===== src/design/assert_macros.svh =====
// Assertion macros for the flicker brightness RTL
`ifndef ASSERT_MACROS_SVH
`define ASSERT_MACROS_SVH

// Check an invariant at every clock edge outside reset
`define CFB_ASSERT_ALWAYS(lbl, ck, rn, expr) \
  lbl: assert property (@(posedge ck) disable iff (!(rn)) (expr)) \
    else $error("invariant violated");

// Check a consequence in the cycle after a condition
`define CFB_ASSERT_NEXT(lbl, ck, rn, ante, cons) \
  lbl: assert property (@(posedge ck) disable iff (!(rn)) (ante) |=> (cons)) \
    else $error("next-cycle check violated");

`endif


===== src/design/cfb_pkg.sv =====
// Types, constants and control program of the flicker brightness unit
`default_nettype none

package cfb_pkg;

  localparam int NUDGE_W = 10;
  localparam int SPEED_W = 4;
  localparam int DUTY_W  = 8;
  localparam int REG_W   = 8;
  localparam int CFG_ADDR_W = 3;
  localparam int CFG_DATA_W = 32;
  localparam int SPAN_W  = 4;
  localparam int DEN_W   = 14;
  localparam int STEP_W  = 4;

  localparam logic [REG_W-1:0]   DUTY_OFFSET_RST = 8'd160;
  localparam logic [REG_W-1:0]   DUTY_GAIN_RST   = 8'd96;
  localparam logic [SPAN_W-1:0]  SPAN_RST  = 4'd4;
  localparam logic [SPAN_W-1:0]  SPAN_BASE = 4'd3;
  localparam logic [SPAN_W-1:0]  SPAN_MAX  = 4'd11;
  localparam logic [NUDGE_W-1:0] NUDGE_MOD = 10'd1000;
  localparam logic [SPEED_W-1:0] SPEED_MOD = 4'd9;
  localparam logic [DEN_W-1:0]   NUDGE_DEN = 14'd10000;
  localparam int                 NUDGE_ROUND = 5000;

  localparam logic REG_DUTY_OFFSET = 1'b0;
  localparam logic REG_DUTY_GAIN   = 1'b1;

  localparam logic [STEP_W-1:0] STEP_IDLE      = 4'd0;
  localparam logic [STEP_W-1:0] STEP_SQUARE    = 4'd1;
  localparam logic [STEP_W-1:0] STEP_MAP       = 4'd2;
  localparam logic [STEP_W-1:0] STEP_CHAOS     = 4'd3;
  localparam logic [STEP_W-1:0] STEP_SPAN_MUL  = 4'd4;
  localparam logic [STEP_W-1:0] STEP_SMOOTH_LD = 4'd5;
  localparam logic [STEP_W-1:0] STEP_SMOOTH_DV = 4'd6;
  localparam logic [STEP_W-1:0] STEP_SMOOTH_WR = 4'd7;
  localparam logic [STEP_W-1:0] STEP_GAIN_MUL  = 4'd8;
  localparam logic [STEP_W-1:0] STEP_EMIT      = 4'd9;

  typedef enum logic [1:0] {MUL_NONE, MUL_SQUARE, MUL_SPAN, MUL_GAIN} cfb_mul_t;
  typedef enum logic [1:0] {DIV_NONE, DIV_NUDGE, DIV_SMOOTH} cfb_div_t;
  typedef enum logic [2:0] {WR_NONE, WR_MAP, WR_CHAOS, WR_SMOOTH, WR_OUT} cfb_wr_t;
  typedef enum logic [1:0] {JMP_NEXT, JMP_ACCEPT, JMP_DIV, JMP_OUT} cfb_jmp_t;

  typedef struct packed {
    cfb_mul_t          mul;
    cfb_div_t          div_ld;
    logic              div_step;
    cfb_wr_t           wr;
    cfb_jmp_t          jmp;
    logic [STEP_W-1:0] target;
  } cfb_ctrl_t;

  function automatic cfb_ctrl_t cfb_rom(input logic [STEP_W-1:0] step);
    cfb_ctrl_t cw;
    cw = '{mul: MUL_NONE, div_ld: DIV_NONE, div_step: 1'b0, wr: WR_NONE,
           jmp: JMP_NEXT, target: STEP_IDLE};
    case (step)
      STEP_IDLE: begin
        cw.jmp = JMP_ACCEPT;
        cw.target = STEP_SPAN_MUL;
      end
      STEP_SQUARE:    cw.mul = MUL_SQUARE;
      STEP_MAP: begin
        cw.wr = WR_MAP;
        cw.div_ld = DIV_NUDGE;
      end
      STEP_CHAOS:     cw.wr = WR_CHAOS;
      STEP_SPAN_MUL:  cw.mul = MUL_SPAN;
      STEP_SMOOTH_LD: cw.div_ld = DIV_SMOOTH;
      STEP_SMOOTH_DV: begin
        cw.div_step = 1'b1;
        cw.jmp = JMP_DIV;
      end
      STEP_SMOOTH_WR: cw.wr = WR_SMOOTH;
      STEP_GAIN_MUL:  cw.mul = MUL_GAIN;
      STEP_EMIT: begin
        cw.wr = WR_OUT;
        cw.jmp = JMP_OUT;
        cw.target = STEP_IDLE;
      end
      default: begin
        cw.jmp = JMP_OUT;
        cw.target = STEP_IDLE;
      end
    endcase
    return cw;
  endfunction

endpackage

`default_nettype wire


===== src/design/cfb_if.sv =====
// Valid/ready channel interfaces for tick input and duty output
`default_nettype none

interface cfb_in_if import cfb_pkg::*; ();
  logic               valid;
  logic               ready;
  logic [NUDGE_W-1:0] nudge_random;
  logic [SPEED_W-1:0] speed_random;

  modport source (output valid, output nudge_random, output speed_random, input ready);
  modport sink   (input valid, input nudge_random, input speed_random, output ready);
endinterface

interface cfb_out_if import cfb_pkg::*; ();
  logic              valid;
  logic              ready;
  logic [DUTY_W-1:0] pwm_duty;

  modport source (output valid, output pwm_duty, input ready);
  modport sink   (input valid, input pwm_duty, output ready);
endinterface

`default_nettype wire


===== src/design/chaotic_flicker_brightness_unit.sv =====
// Candle-flicker brightness generator: microcoded chaos map, smoothing and duty scaling
// Each accepted tick runs square, map and chaos steps when the chaos map runs (skipped
// otherwise), then span multiply, smoothing divide, gain multiply and emit; the restoring
// division of the smoothing step runs through the bit-serial divider.
// A new tick is accepted only after the previous duty has been emitted.
// Reset: synchronous active low; restores config registers, chaos, smoothing, span and step state, empties the output.
`default_nettype none

module chaotic_flicker_brightness_unit import cfb_pkg::*; #(
  parameter int FRAC_BITS = 16
) (
  input  wire logic                  clk,
  input  wire logic                  rst_n,
  cfb_in_if.sink                     in_chan,
  cfb_out_if.source                  out_chan,
  input  wire logic                  psel,
  input  wire logic                  penable,
  input  wire logic                  pwrite,
  input  wire logic [CFG_ADDR_W-1:0] paddr,
  input  wire logic [CFG_DATA_W-1:0] pwdata,
  output logic      [CFG_DATA_W-1:0] prdata,
  output logic                       pready
);

`include "assert_macros.svh"

  localparam int W      = FRAC_BITS + 1;
  localparam int PW     = 2 * W;
  localparam int DW     = FRAC_BITS + 10;
  localparam int CNT_W  = $clog2(W);
  localparam int ONE_I  = 1 << FRAC_BITS;
  localparam logic [W-1:0] ONE  = W'(ONE_I);
  localparam logic [W-1:0] HALF = W'(ONE_I / 2);
  localparam logic [W-1:0] LOW  = W'((5 * ONE_I + 500) / 1000);
  localparam logic [W-1:0] HIGH = ONE - LOW;
  localparam logic [CNT_W-1:0] DIV_LAST = CNT_W'(W - 1);

  // scale numerator and divisor down by 16, then divide by reciprocal multiplication
  localparam int NUDGE_SH      = 4;
  localparam int NUDGE_DIVISOR = int'(NUDGE_DEN) >> NUDGE_SH;
  localparam int NUDGE_BIAS    = NUDGE_ROUND >> NUDGE_SH;
  localparam int NUM_W         = NUDGE_W + FRAC_BITS - NUDGE_SH;
  localparam int RC_W          = FRAC_BITS + 7;
  localparam int NUDGE_K       = FRAC_BITS + 16;
  localparam int NP_W          = NUM_W + RC_W;
  localparam longint unsigned RECIP_L =
    ((64'd1 << NUDGE_K) + 64'(NUDGE_DIVISOR) - 64'd1) / 64'(NUDGE_DIVISOR);
  localparam logic [RC_W-1:0] NUDGE_RECIP = RC_W'(RECIP_L);

  logic [STEP_W-1:0]  pc_r, pc_nxt;
  cfb_ctrl_t          cw;
  logic [REG_W-1:0]   offset_r, gain_r;
  logic [W-1:0]       chaos_r, chaos_nxt;
  logic [W-1:0]       smooth_r;
  logic [SPAN_W-1:0]  step_cnt_r, span_r, span_eff, cnt_inc;
  logic [NUDGE_W-1:0] nudge_r, nudge_nxt;
  logic [SPEED_W-1:0] speed_r, speed_nxt;
  logic [W-1:0]       map_r, map_nxt, map_term, mul_a, mul_b, sq_op;
  logic [W:0]         nudge_sum;
  logic [NUM_W-1:0]   nudge_num;
  logic [NP_W-1:0]    nudge_prod_r;
  logic [W-1:0]       nudge_val;
  logic [PW-1:0]      prod_r;
  logic [DW-1:0]      div_load;
  logic [DEN_W-1:0]   div_rem_r, div_rem_nxt, div_den_r;
  logic [DEN_W:0]     div_trial;
  logic [W-1:0]       div_num_r;
  logic               div_ge;
  logic [CNT_W-1:0]   div_cnt_r;
  logic               out_valid_r, out_free, emit_en, in_accept, cfg_wr;
  logic [DUTY_W-1:0]  duty_r, duty_nxt;
  logic [DUTY_W:0]    duty_sum;

  assign cw        = cfb_rom(pc_r);
  assign in_chan.ready = (cw.jmp == JMP_ACCEPT);
  assign in_accept = in_chan.valid & in_chan.ready;
  assign out_free  = !out_valid_r || out_chan.ready;
  assign emit_en   = (cw.wr == WR_OUT) && out_free;
  assign out_chan.valid    = out_valid_r;
  assign out_chan.pwm_duty = duty_r;

  assign pready = 1'b1;
  assign cfg_wr = psel & penable & pwrite & pready;
  assign prdata = CFG_DATA_W'((paddr[2] == REG_DUTY_GAIN) ? gain_r : offset_r);

  always_comb begin
    nudge_nxt = (in_chan.nudge_random >= NUDGE_MOD) ?
                in_chan.nudge_random - NUDGE_MOD : in_chan.nudge_random;
    speed_nxt = (in_chan.speed_random >= SPEED_MOD) ?
                in_chan.speed_random - SPEED_MOD : in_chan.speed_random;
    span_eff  = (span_r == '0) ? SPAN_W'(1) : span_r;
    sq_op     = (chaos_r < HALF) ? chaos_r : ONE - chaos_r;

    case (cw.mul)
      MUL_SQUARE: begin
        mul_a = sq_op;
        mul_b = sq_op;
      end
      MUL_SPAN: begin
        mul_a = smooth_r;
        mul_b = W'(span_eff - SPAN_W'(1));
      end
      MUL_GAIN: begin
        mul_a = smooth_r;
        mul_b = W'(gain_r);
      end
      default: begin
        mul_a = '0;
        mul_b = '0;
      end
    endcase

    map_term = prod_r[FRAC_BITS-1 +: W];
    if (chaos_r < HALF) begin
      map_nxt = chaos_r + map_term;
    end else begin
      map_nxt = (map_term > chaos_r) ? '0 : chaos_r - map_term;
    end

    nudge_num = {nudge_r, {(FRAC_BITS - NUDGE_SH){1'b0}}} + NUM_W'(NUDGE_BIAS);
    nudge_val = W'(nudge_prod_r[NP_W-1:NUDGE_K]);

    nudge_sum = {1'b0, map_r} + {1'b0, nudge_val};
    if (map_r < LOW) begin
      chaos_nxt = (nudge_sum > {1'b0, ONE}) ? ONE : nudge_sum[W-1:0];
    end else if (map_r > HIGH) begin
      chaos_nxt = (nudge_val > map_r) ? '0 : map_r - nudge_val;
    end else begin
      chaos_nxt = map_r;
    end

    case (cw.div_ld)
      DIV_SMOOTH: div_load = prod_r[DW-1:0] + DW'(chaos_r);
      default:    div_load = '0;
    endcase

    div_trial   = {div_rem_r, div_num_r[W-1]};
    div_ge      = div_trial >= {1'b0, div_den_r};
    div_rem_nxt = div_ge ? DEN_W'(div_trial - {1'b0, div_den_r}) : div_trial[DEN_W-1:0];

    duty_sum = {1'b0, prod_r[FRAC_BITS +: DUTY_W]} + {1'b0, offset_r};
    duty_nxt = duty_sum[DUTY_W] ? '1 : duty_sum[DUTY_W-1:0];
    cnt_inc  = step_cnt_r + SPAN_W'(1);

    case (cw.jmp)
      JMP_NEXT:   pc_nxt = pc_r + STEP_W'(1);
      JMP_ACCEPT: begin
        if (!in_accept) begin
          pc_nxt = pc_r;
        end else if (step_cnt_r == '0) begin
          pc_nxt = STEP_SQUARE;
        end else begin
          pc_nxt = cw.target;
        end
      end
      JMP_DIV:    pc_nxt = (div_cnt_r == DIV_LAST) ? pc_r + STEP_W'(1) : pc_r;
      JMP_OUT:    pc_nxt = out_free ? cw.target : pc_r;
      default:    pc_nxt = STEP_IDLE;
    endcase
  end

  always_ff @(posedge clk) begin
    if (!rst_n) begin
      pc_r        <= STEP_IDLE;
      out_valid_r <= 1'b0;
      offset_r    <= DUTY_OFFSET_RST;
      gain_r      <= DUTY_GAIN_RST;
      chaos_r     <= HALF;
      smooth_r    <= HALF;
      step_cnt_r  <= '0;
      span_r      <= SPAN_RST;
    end else begin
      pc_r <= pc_nxt;
      if (cfg_wr) begin
        if (paddr[2] == REG_DUTY_GAIN) begin
          gain_r <= pwdata[REG_W-1:0];
        end else begin
          offset_r <= pwdata[REG_W-1:0];
        end
      end
      if (cw.wr == WR_CHAOS) begin
        chaos_r <= chaos_nxt;
      end
      if (cw.wr == WR_SMOOTH) begin
        smooth_r <= div_num_r;
      end
      if (emit_en) begin
        out_valid_r <= 1'b1;
        if (cnt_inc > span_r) begin
          step_cnt_r <= '0;
          span_r     <= SPAN_W'(speed_r) + SPAN_BASE;
        end else begin
          step_cnt_r <= cnt_inc;
        end
      end else if (out_chan.ready) begin
        out_valid_r <= 1'b0;
      end
    end
  end

  always_ff @(posedge clk) begin
    if (in_accept) begin
      nudge_r <= nudge_nxt;
      speed_r <= speed_nxt;
    end
    if (cw.mul != MUL_NONE) begin
      prod_r <= PW'(mul_a * mul_b);
    end
    if (cw.wr == WR_MAP) begin
      map_r <= map_nxt;
    end
    if (cw.div_ld == DIV_NUDGE) begin
      nudge_prod_r <= NP_W'(nudge_num * NUDGE_RECIP);
    end
    if (cw.div_ld == DIV_SMOOTH) begin
      div_rem_r <= DEN_W'(div_load[DW-1:W]);
      div_num_r <= div_load[W-1:0];
      div_den_r <= DEN_W'(span_eff);
      div_cnt_r <= '0;
    end else if (cw.div_step) begin
      div_rem_r <= div_rem_nxt;
      div_num_r <= {div_num_r[W-2:0], div_ge};
      div_cnt_r <= div_cnt_r + CNT_W'(1);
    end
    if (emit_en) begin
      duty_r <= duty_nxt;
    end
  end

  `CFB_ASSERT_ALWAYS(a_chaos_bound, clk, rst_n, chaos_r <= ONE && smooth_r <= ONE)
  `CFB_ASSERT_ALWAYS(a_span_range, clk, rst_n, span_r >= SPAN_BASE && span_r <= SPAN_MAX)
  `CFB_ASSERT_ALWAYS(a_count_bound, clk, rst_n, step_cnt_r <= span_r)
  `CFB_ASSERT_NEXT(a_emit_shows, clk, rst_n, emit_en, out_chan.valid && in_chan.ready)

endmodule

`default_nettype wire


===== src/flat_wrapper.sv =====
// flat-port wrapper written by rule: the top's interface ports become plain ports
module chaotic_flicker_brightness_unit_flat import cfb_pkg::*;
#(
  parameter int FRAC_BITS = 16
)
  (clk, rst_n, psel, penable, pwrite, paddr, pwdata, prdata, pready, in_chan_valid, in_chan_nudge_random, in_chan_speed_random, in_chan_ready, out_chan_valid, out_chan_pwm_duty, out_chan_ready);
  cfb_in_if in_chan_i ();
  cfb_out_if out_chan_i ();
  input  wire logic clk;
  input  wire logic rst_n;
  input  wire logic psel;
  input  wire logic penable;
  input  wire logic pwrite;
  input  wire logic [CFG_ADDR_W-1:0] paddr;
  input  wire logic [CFG_DATA_W-1:0] pwdata;
  output logic      [CFG_DATA_W-1:0] prdata;
  output logic pready;
  input wire logic [$bits(in_chan_i.valid)-1:0] in_chan_valid;
  input wire logic [$bits(in_chan_i.nudge_random)-1:0] in_chan_nudge_random;
  input wire logic [$bits(in_chan_i.speed_random)-1:0] in_chan_speed_random;
  output wire logic [$bits(in_chan_i.ready)-1:0] in_chan_ready;
  output wire logic [$bits(out_chan_i.valid)-1:0] out_chan_valid;
  output wire logic [$bits(out_chan_i.pwm_duty)-1:0] out_chan_pwm_duty;
  input wire logic [$bits(out_chan_i.ready)-1:0] out_chan_ready;
  assign in_chan_i.valid = in_chan_valid;
  assign in_chan_i.nudge_random = in_chan_nudge_random;
  assign in_chan_i.speed_random = in_chan_speed_random;
  assign in_chan_ready = in_chan_i.ready;
  assign out_chan_valid = out_chan_i.valid;
  assign out_chan_pwm_duty = out_chan_i.pwm_duty;
  assign out_chan_i.ready = out_chan_ready;
  chaotic_flicker_brightness_unit #(.FRAC_BITS(FRAC_BITS)) u_core (.clk(clk), .rst_n(rst_n), .in_chan(in_chan_i), .out_chan(out_chan_i), .psel(psel), .penable(penable), .pwrite(pwrite), .paddr(paddr), .pwdata(pwdata), .prdata(prdata), .pready(pready));
endmodule

===== config.mk =====
export PLATFORM = sky130hd
export DESIGN_NAME = chaotic_flicker_brightness_unit_flat
export DESIGN_NICKNAME = d
export VERILOG_FILES = /design/src/design/cfb_pkg.sv /design/src/design/cfb_if.sv /design/src/design/chaotic_flicker_brightness_unit.sv /design/src/flat_wrapper.sv
export VERILOG_INCLUDE_DIRS = /design/src /design/src/design
export SDC_FILE = /design/constraint.sdc
export NUM_CORES = 2
export LEC_CHECK = 0
export BUFFER_PORTS_ARGS = -buffer_cell sky130_fd_sc_hd__buf_2
export CAP_MARGIN = 10
export CORE_MARGIN = 3
export CORE_UTILIZATION = 46
export CTS_BUF_LIST = sky130_fd_sc_hd__clkbuf_16
export DETAILED_ROUTE_END_ITERATION = 12
export PLACE_DENSITY_LB_ADDON = 0.3
export SYNTH_ARGS = -nofsm -noshare
export SYNTH_HDL_FRONTEND = slang
export SYNTH_SLANG_ARGS = --single-unit

===== constraint.sdc =====
create_clock -name clk -period 8.99 [get_ports clk]
set_input_delay 1.798 -clock clk [delete_from_list [all_inputs] [get_ports clk]]
set_output_delay 1.798 -clock clk [all_outputs]
set_load 0.05 [all_outputs]

# == After elaboration in Yosys (flattened, before gate mapping) ==
# Cells that the tools add are included.
# op_classes
addsub,16
muxes,32
n_reduce_logical,16
n_eq_ne,25
multipliers,2
bitwise,4
order_cmp,10
# ops
cell,n
17-bit 2-to-1 mux,9
17-bit one-hot mux with 3 select lines,1
"22-bit by 21-bit multiplier with 43-bit output, second input constant",1
17-bit one-hot mux with 2 select lines,1
17-bit by 17-bit multiplier with 32-bit output,1
26-bit by 17-bit adder with 26-bit output,1
4-bit 2-to-1 mux,6
"22-bit by 9-bit adder with 22-bit output, second input constant",1
17-bit by 13-bit adder with 18-bit output,1
"18-bit by 17-bit > comparator with 1-bit output, second input constant",1
9-bit 2-to-1 mux,2
17-bit adder,1
13-bit by 17-bit > comparator with 1-bit output,1
"17-bit by 16-bit > comparator with 1-bit output, second input constant",1
17-bit > comparator,1
"17-bit by 16-bit less-than comparator with 1-bit output, second input constant",1
"17-bit by 9-bit less-than comparator with 1-bit output, second input constant",1
17-bit by 13-bit subtractor with 17-bit output,1
17-bit subtractor,1
"17-bit subtractor, first input constant",1
"4-bit by 3-bit == test with 1-bit output, second input constant",4
4-bit one-hot mux with 4 select lines,1
15-bit by 4-bit greater-or-equal comparator with 1-bit output,1
14-bit 2-to-1 mux,1
41 further kinds,64
# totals
inputBits,56
output_inout_bits,43
register_bits,217
wordCells,124

# == Longest topological paths before layout ==
# logic_depth
ltp_word,7
ltp_mapped,31
mapped_depth_nobuf,29

# == Worst setup path before layout ==
# Ideal clock, no wire load.
# synth_timing
path_type,register to register
startpoint,register u_core.chaos_r[1]
endpoint,register u_core.prod_r[30] (data pin)
path_stages_with_launch,29
path_buffers,2
setup_ns,0.288
t_required_ns,8.702
setup_slack_ns,1.106
synth_period_minus_slack_ns,7.884
arrival_ns,7.596
cell_sequence,dfxtp_1 -> inv_1 -> ha_1 -> or3b_4 -> nor4b_4 -> a21oi_1 -> xnor2_1 -> nor2_1 -> or2_2 -> clkbuf_1 -> buf_2 -> nand2_1 -> fa_1 -> inv_1 -> fa_1 -> fa_1 -> fa_1 -> fa_1 -> inv_1 -> fa_1 -> inv_1 -> ha_1 -> a21o_1 -> a2111oi_2 -> o21ai_1 -> o31ai_1 -> a21oi_1 -> o31ai_1 -> o311ai_0
# synth_between
elab_chain_cells,4
elab_cells_between_ends,6
cone_classes,add/sub (1); mul (1); order compare (1); mux (3)
# synth_rtl
element,line_no,source
start: declaration,chaotic_flicker_brightness_unit.sv:53,"logic [W-1:0] chaos_r, chaos_nxt;"
start signal: assignment,chaotic_flicker_brightness_unit.sv:182,chaos_r <= chaos_nxt;
17-bit subtractor / 17-bit by 16-bit less-than comparator with 1-bit output (equally long branches),chaotic_flicker_brightness_unit.sv:92,sq_op = (chaos_r < HALF) ? chaos_r : ONE - chaos_r;
17-bit 2-to-1 mux *,chaotic_flicker_brightness_unit.sv:92,
17-bit one-hot mux with 3 select lines / 17-bit one-hot mux with 2 select lines (equally long branches),chaotic_flicker_brightness_unit.sv:94,case (cw.mul)
17-bit by 17-bit multiplier with 32-bit output *,chaotic_flicker_brightness_unit.sv:207,prod_r <= PW'(mul_a * mul_b);
end signal: assignment,chaotic_flicker_brightness_unit.sv:207,
end: declaration,chaotic_flicker_brightness_unit.sv:63,logic [PW-1:0] prod_r;
# Every way passes the cells marked *; elsewhere a longest branch is shown, timed or not.
# A chain may end at the register's enable or synchronous reset.

# == Worst setup path in the final report ==
# layout_timing
startpoint,register u_core.chaos_r[0]
endpoint,register u_core.prod_r[31] (data pin)
# The elaborated chain is that of the path after synthesis.

==> results.txt <==
status -> complete, no violations
count of cell types in the netlist -> 95
Core Region -> 55700 µm²
DRT Pass-1 Iters -> 5
area of the multi-input gates -> 18900 µm²
fillers -> 5259
worst-case reg-to-reg path depth -> 29
layout cells sized above 1 -> 7.20%
die area -> 59800 µm²
buffer depth of the longest clock path -> 2
Setup TNS -> 0 ns
Pint -> 2.83 mW
hold path cells -> 2
Mapped Avg Cell Area -> 8.79 µm²
reg2reg start -> u_core.chaos_r[0]
synthesized area -> 26200 µm²
sequential power share -> 21.7%
Clock Skews -> 0.0228 ns
CP Class -> flop to flop
Layout area overhead -> 7.38%
P per Cell Area -> 183 nW/µm²
WL final -> 71.0 mm
first-pass GRT wire length -> 114 mm
wire per inst -> 18.7 µm
Post-layout nets -> 3729
YS warnings -> 0
Setup WS pre-CTS -> 0.445 ns
reg2reg end -> u_core.prod_r[31]
Hold Crit Class -> flop to flop
Clock Power Share -> 15.8%
sw power -> 2.32 mW
Fin. Hold Viols -> 0
I/O Pins -> 99
total CTS buffers -> 17
Clock Sinks -> 187
FF/Latch Area -> 4880 µm²
Static Leakage -> 13.4 nW
DR vias -> 21200
CTS tree -> built
Slew headroom -> 34.3%
Ant. Diodes -> 0
CP max-delay cell -> fa_1
Clock transition at path regs -> 0.08 ns
min cycle time layout -> 8.57 ns
xor/xnor share of the synthesized area -> 3.74%
Startpoint Class -> flop
post-synthesis register bit count -> 187
main combinational cell family by area after synthesis -> adder cells
RePlAce Congestion -> 0.929
Critical Path Fanout Max -> 8
htree depth -> 4
Synth Area in Adders -> 39.3%
Worst EP arrival -> 8.78 ns
post-synthesis mux area share -> 0.530%
Max Fclk -> 0.117 GHz
post-synth top area cell -> fa_1
vias in the first global route -> 21300
setup ws final -> 0.420 ns
Area contributors post-synth -> fa_1 (23%), ha_1 (17%), edfxtp_1 (13%)
setup violators final -> 0
cell count after synthesis -> 2978
Via density -> 5.58
dpl hpwl -> 58.2 mm
Logic pwr share -> 62.6%
Hold Crit Start -> u_core.step_cnt_r[3]
max-cap violations -> 0
reg2reg setup slack -> 0.42 ns
most used cell, CP -> fa_1
CP Capture Type -> flop
Worst Tran Pin Value -> 0.985 ns
RSZ-0062 raised after global routing -> false
DRC -> 0
Post-Synth Simple-Gate Area -> 14.6%
Max Slew Vio Count -> 0
clk root buf -> clkbuf_16
initial antenna violation count -> 1
post-route ant nets -> 0
largest net degree at the start of global routing -> 45
# port buffers -> 47
post-synth top area share -> 22.8%
required time worst endpoint -> 9.20 ns
Post-synth EDFFs -> 114
fin crit share -> 95.3%
maximum VDD drop -> 0.222 mV
die height -> 245 µm
row cnt -> 86
initial core utilization -> 47.0%
worst hold path endpoint -> u_core.step_cnt_r[3]
Clock Latency Late Sink -> 0.46 ns
DRT iter0 DRCs -> 1485
Worst path max stage delay -> 0.54 ns
Congestion Overflow GR -> 0
sequential area share after synthesis -> 18.7%
total track usage -> 23.9%
Synth Area in Compound Gates -> 13.5%
DIE WIDTH -> 245 µm
asr flop ratio synth -> 0%
Most used DFF post-synth -> edfxtp_1
Switching Share -> 45.1%
-- state kept, by name, summed over array words and instances (netlist names) --
register and count:
u_core.span_r 4, u_core.out_chan.pwm_duty 8, u_core.nudge_r 10, u_core.div_den_r 4, u_core.prod_r 32, u_core.smooth_r 17, u_core.div_num_r 17, u_core.gain_r 8
u_core.speed_r 4, u_core.step_cnt_r 4, u_core.pc_r 4, u_core.out_chan.valid 1, u_core.offset_r 8, u_core.div_cnt_r 5, u_core.map_r 17, u_core.nudge_prod_r 13
u_core.chaos_r 17, u_core.div_rem_r 14
-- cells by family (layout without fill, tap and decap cells) --
| logic type | count (synthesis) | in the layout |
|---|---|---|
| multiplexers | 13 | 13 |
| adder cells (fa/ha/maj) | 644 | 644 |
| AND/OR/NAND/NOR | 850 | 850 |
| other | 2 | 25 |
| AO/OA/AOI/OAI | 532 | 532 |
| buffers and inverters | 639 | 680 |
| XOR/XNOR | 111 | 111 |
| flip-flops | 187 | 187 |
-- worst max-delay path, delay by kind of cell, from the launching register on --
| kind | cells | cell delay [ns] |
|---|---|---|
| fa+ha+maj | 8 | 3.66 |
| compound gates | 7 | 1.87 |
| simple gates | 6 | 1.27 |
| buf+inv | 7 | 0.93 |
| flops | 1 | 0.49 |
| xor+xnor | 1 | 0.08 |
-- synthesized netlist by cell type (16+ instances only) --
library cell,n
or2_2,20
nand3_1,34
o21a_1,19
clkbuf_1,83
and3_1,16
ha_1,346
dfxtp_1,73
buf_4,25
xnor2_1,71
nand2_1,324
inv_1,520
nor2_1,283
edfxtp_1,114
xor2_1,39
a21oi_1,166
a21o_1,49
fa_1,298
o21ai_0,91
a31oi_1,21
nor3_1,40
a211oi_1,26
nand2b_1,26
nor2b_1,26
-- cells in the final DEF (no fill, tap or decap), types with 26 or more instances in the layout --
| master | Yosys | layout |
|---|---|---|
| nor3_1 | 40 | 39 |
| xor2_1 | 39 | 39 |
| nand2_1 | 324 | 324 |
| buf_2 | 7 | 47 |
| a21oi_1 | 166 | 166 |
| edfxtp_1 | 114 | 114 |
| o21ai_0 | 91 | 91 |
| fa_1 | 298 | 298 |
| a211oi_1 | 26 | 26 |
| inv_1 | 520 | 520 |
| nand2b_1 | 26 | 26 |
| ha_1 | 346 | 346 |
| buf_4 | 25 | 80 |
| dfxtp_1 | 73 | 73 |
| a21o_1 | 49 | 49 |
| nand3_1 | 34 | 34 |
| nor2_1 | 283 | 282 |
| xnor2_1 | 71 | 71 |
| nor2b_1 | 26 | 26 |
-- timing repair --
item | 4_1_cts | 5_1_grt
buffers inserted | 0 | 2
resized for setup | 0 | 0
hold buffers | 0 | 0
setup endpoints to repair | 0 | 2
-- how the worst max path moves through the flow --
| stage | startpoint | endpoint | slack, ns | depth (start not counted) |
|---|---|---|---|---|
| 2_1_floorplan | u_core.chaos_r[1] | u_core.prod_r[30] | 1.11 | 28 |
| 6_report | u_core.chaos_r[0] | u_core.prod_r[31] | 0.42 | 29 |
| 3_5_place_dp | u_core.chaos_r[0] | u_core.prod_r[30] | 0.44 | 29 |
| 4_1_cts | u_core.chaos_r[0] | u_core.prod_r[30] | 0.38 | 29 |
| 3_3_place_gp | u_core.chaos_r[0] | u_core.prod_r[30] | 0.57 | 29 |
| 5_1_grt | u_core.chaos_r[0] | u_core.prod_r[30] | 0.03 | 30 |
-- area by class of cell --
class	instances	share of cell area, %
repair buffers	127	2.97
clock buffers	17	1.51
multi-input cells	2175	67.1
well taps	748	3.33
clock inverters	15	0.716
inverters	521	6.96
flip-flops and latches	187	17.4
-- metrics by stage --
step / area (µm²) / util, % / hold WS [ns] / instances / power, mW
finish: 28100 / 50.4 / 0.486 / 3790 / 5.15
detailed placement: 27500 / 49.3 / 0.470 / 3756 / 4.33
global route: 28100 / 50.4 / 0.505 / 3790 / 5.69
CTS: 28100 / 50.4 / 0.486 / 3788 / 5.19
global placement: 27500 / 49.3 / 0.464 / 3756 / 4.20
floorplan: 26300 / - / 0.446 / 3001 / 3.53
-- routing by layer --
| metal | vias up | track usage [%] | part of all wire, % | routed length [µm] |
|---|---|---|---|---|
| li1 | 9859 | - | - | - |
| met1 | 10500 | 31.8 | 43 | 30700 |
| met2 | 690 | 40.8 | 48 | 33900 |
| met3 | 119 | 3.32 | 6.4 | 4520 |
| met4 | 0 | 6.89 | 2.7 | 1930 |
| met5 | - | 0 | 0 | 0 |
-- power by group through the flow --
stage	combinational, mW	clock, mW	sequential (mW)
detailed placement	3.20	0	1.13
finish	3.22	0.811	1.12
CTS	3.24	0.830	1.11
global route	3.71	0.861	1.12
floorplan	2.42	0	1.10
global placement	3.07	0	1.13
Power figures use the tool's default switching activity.
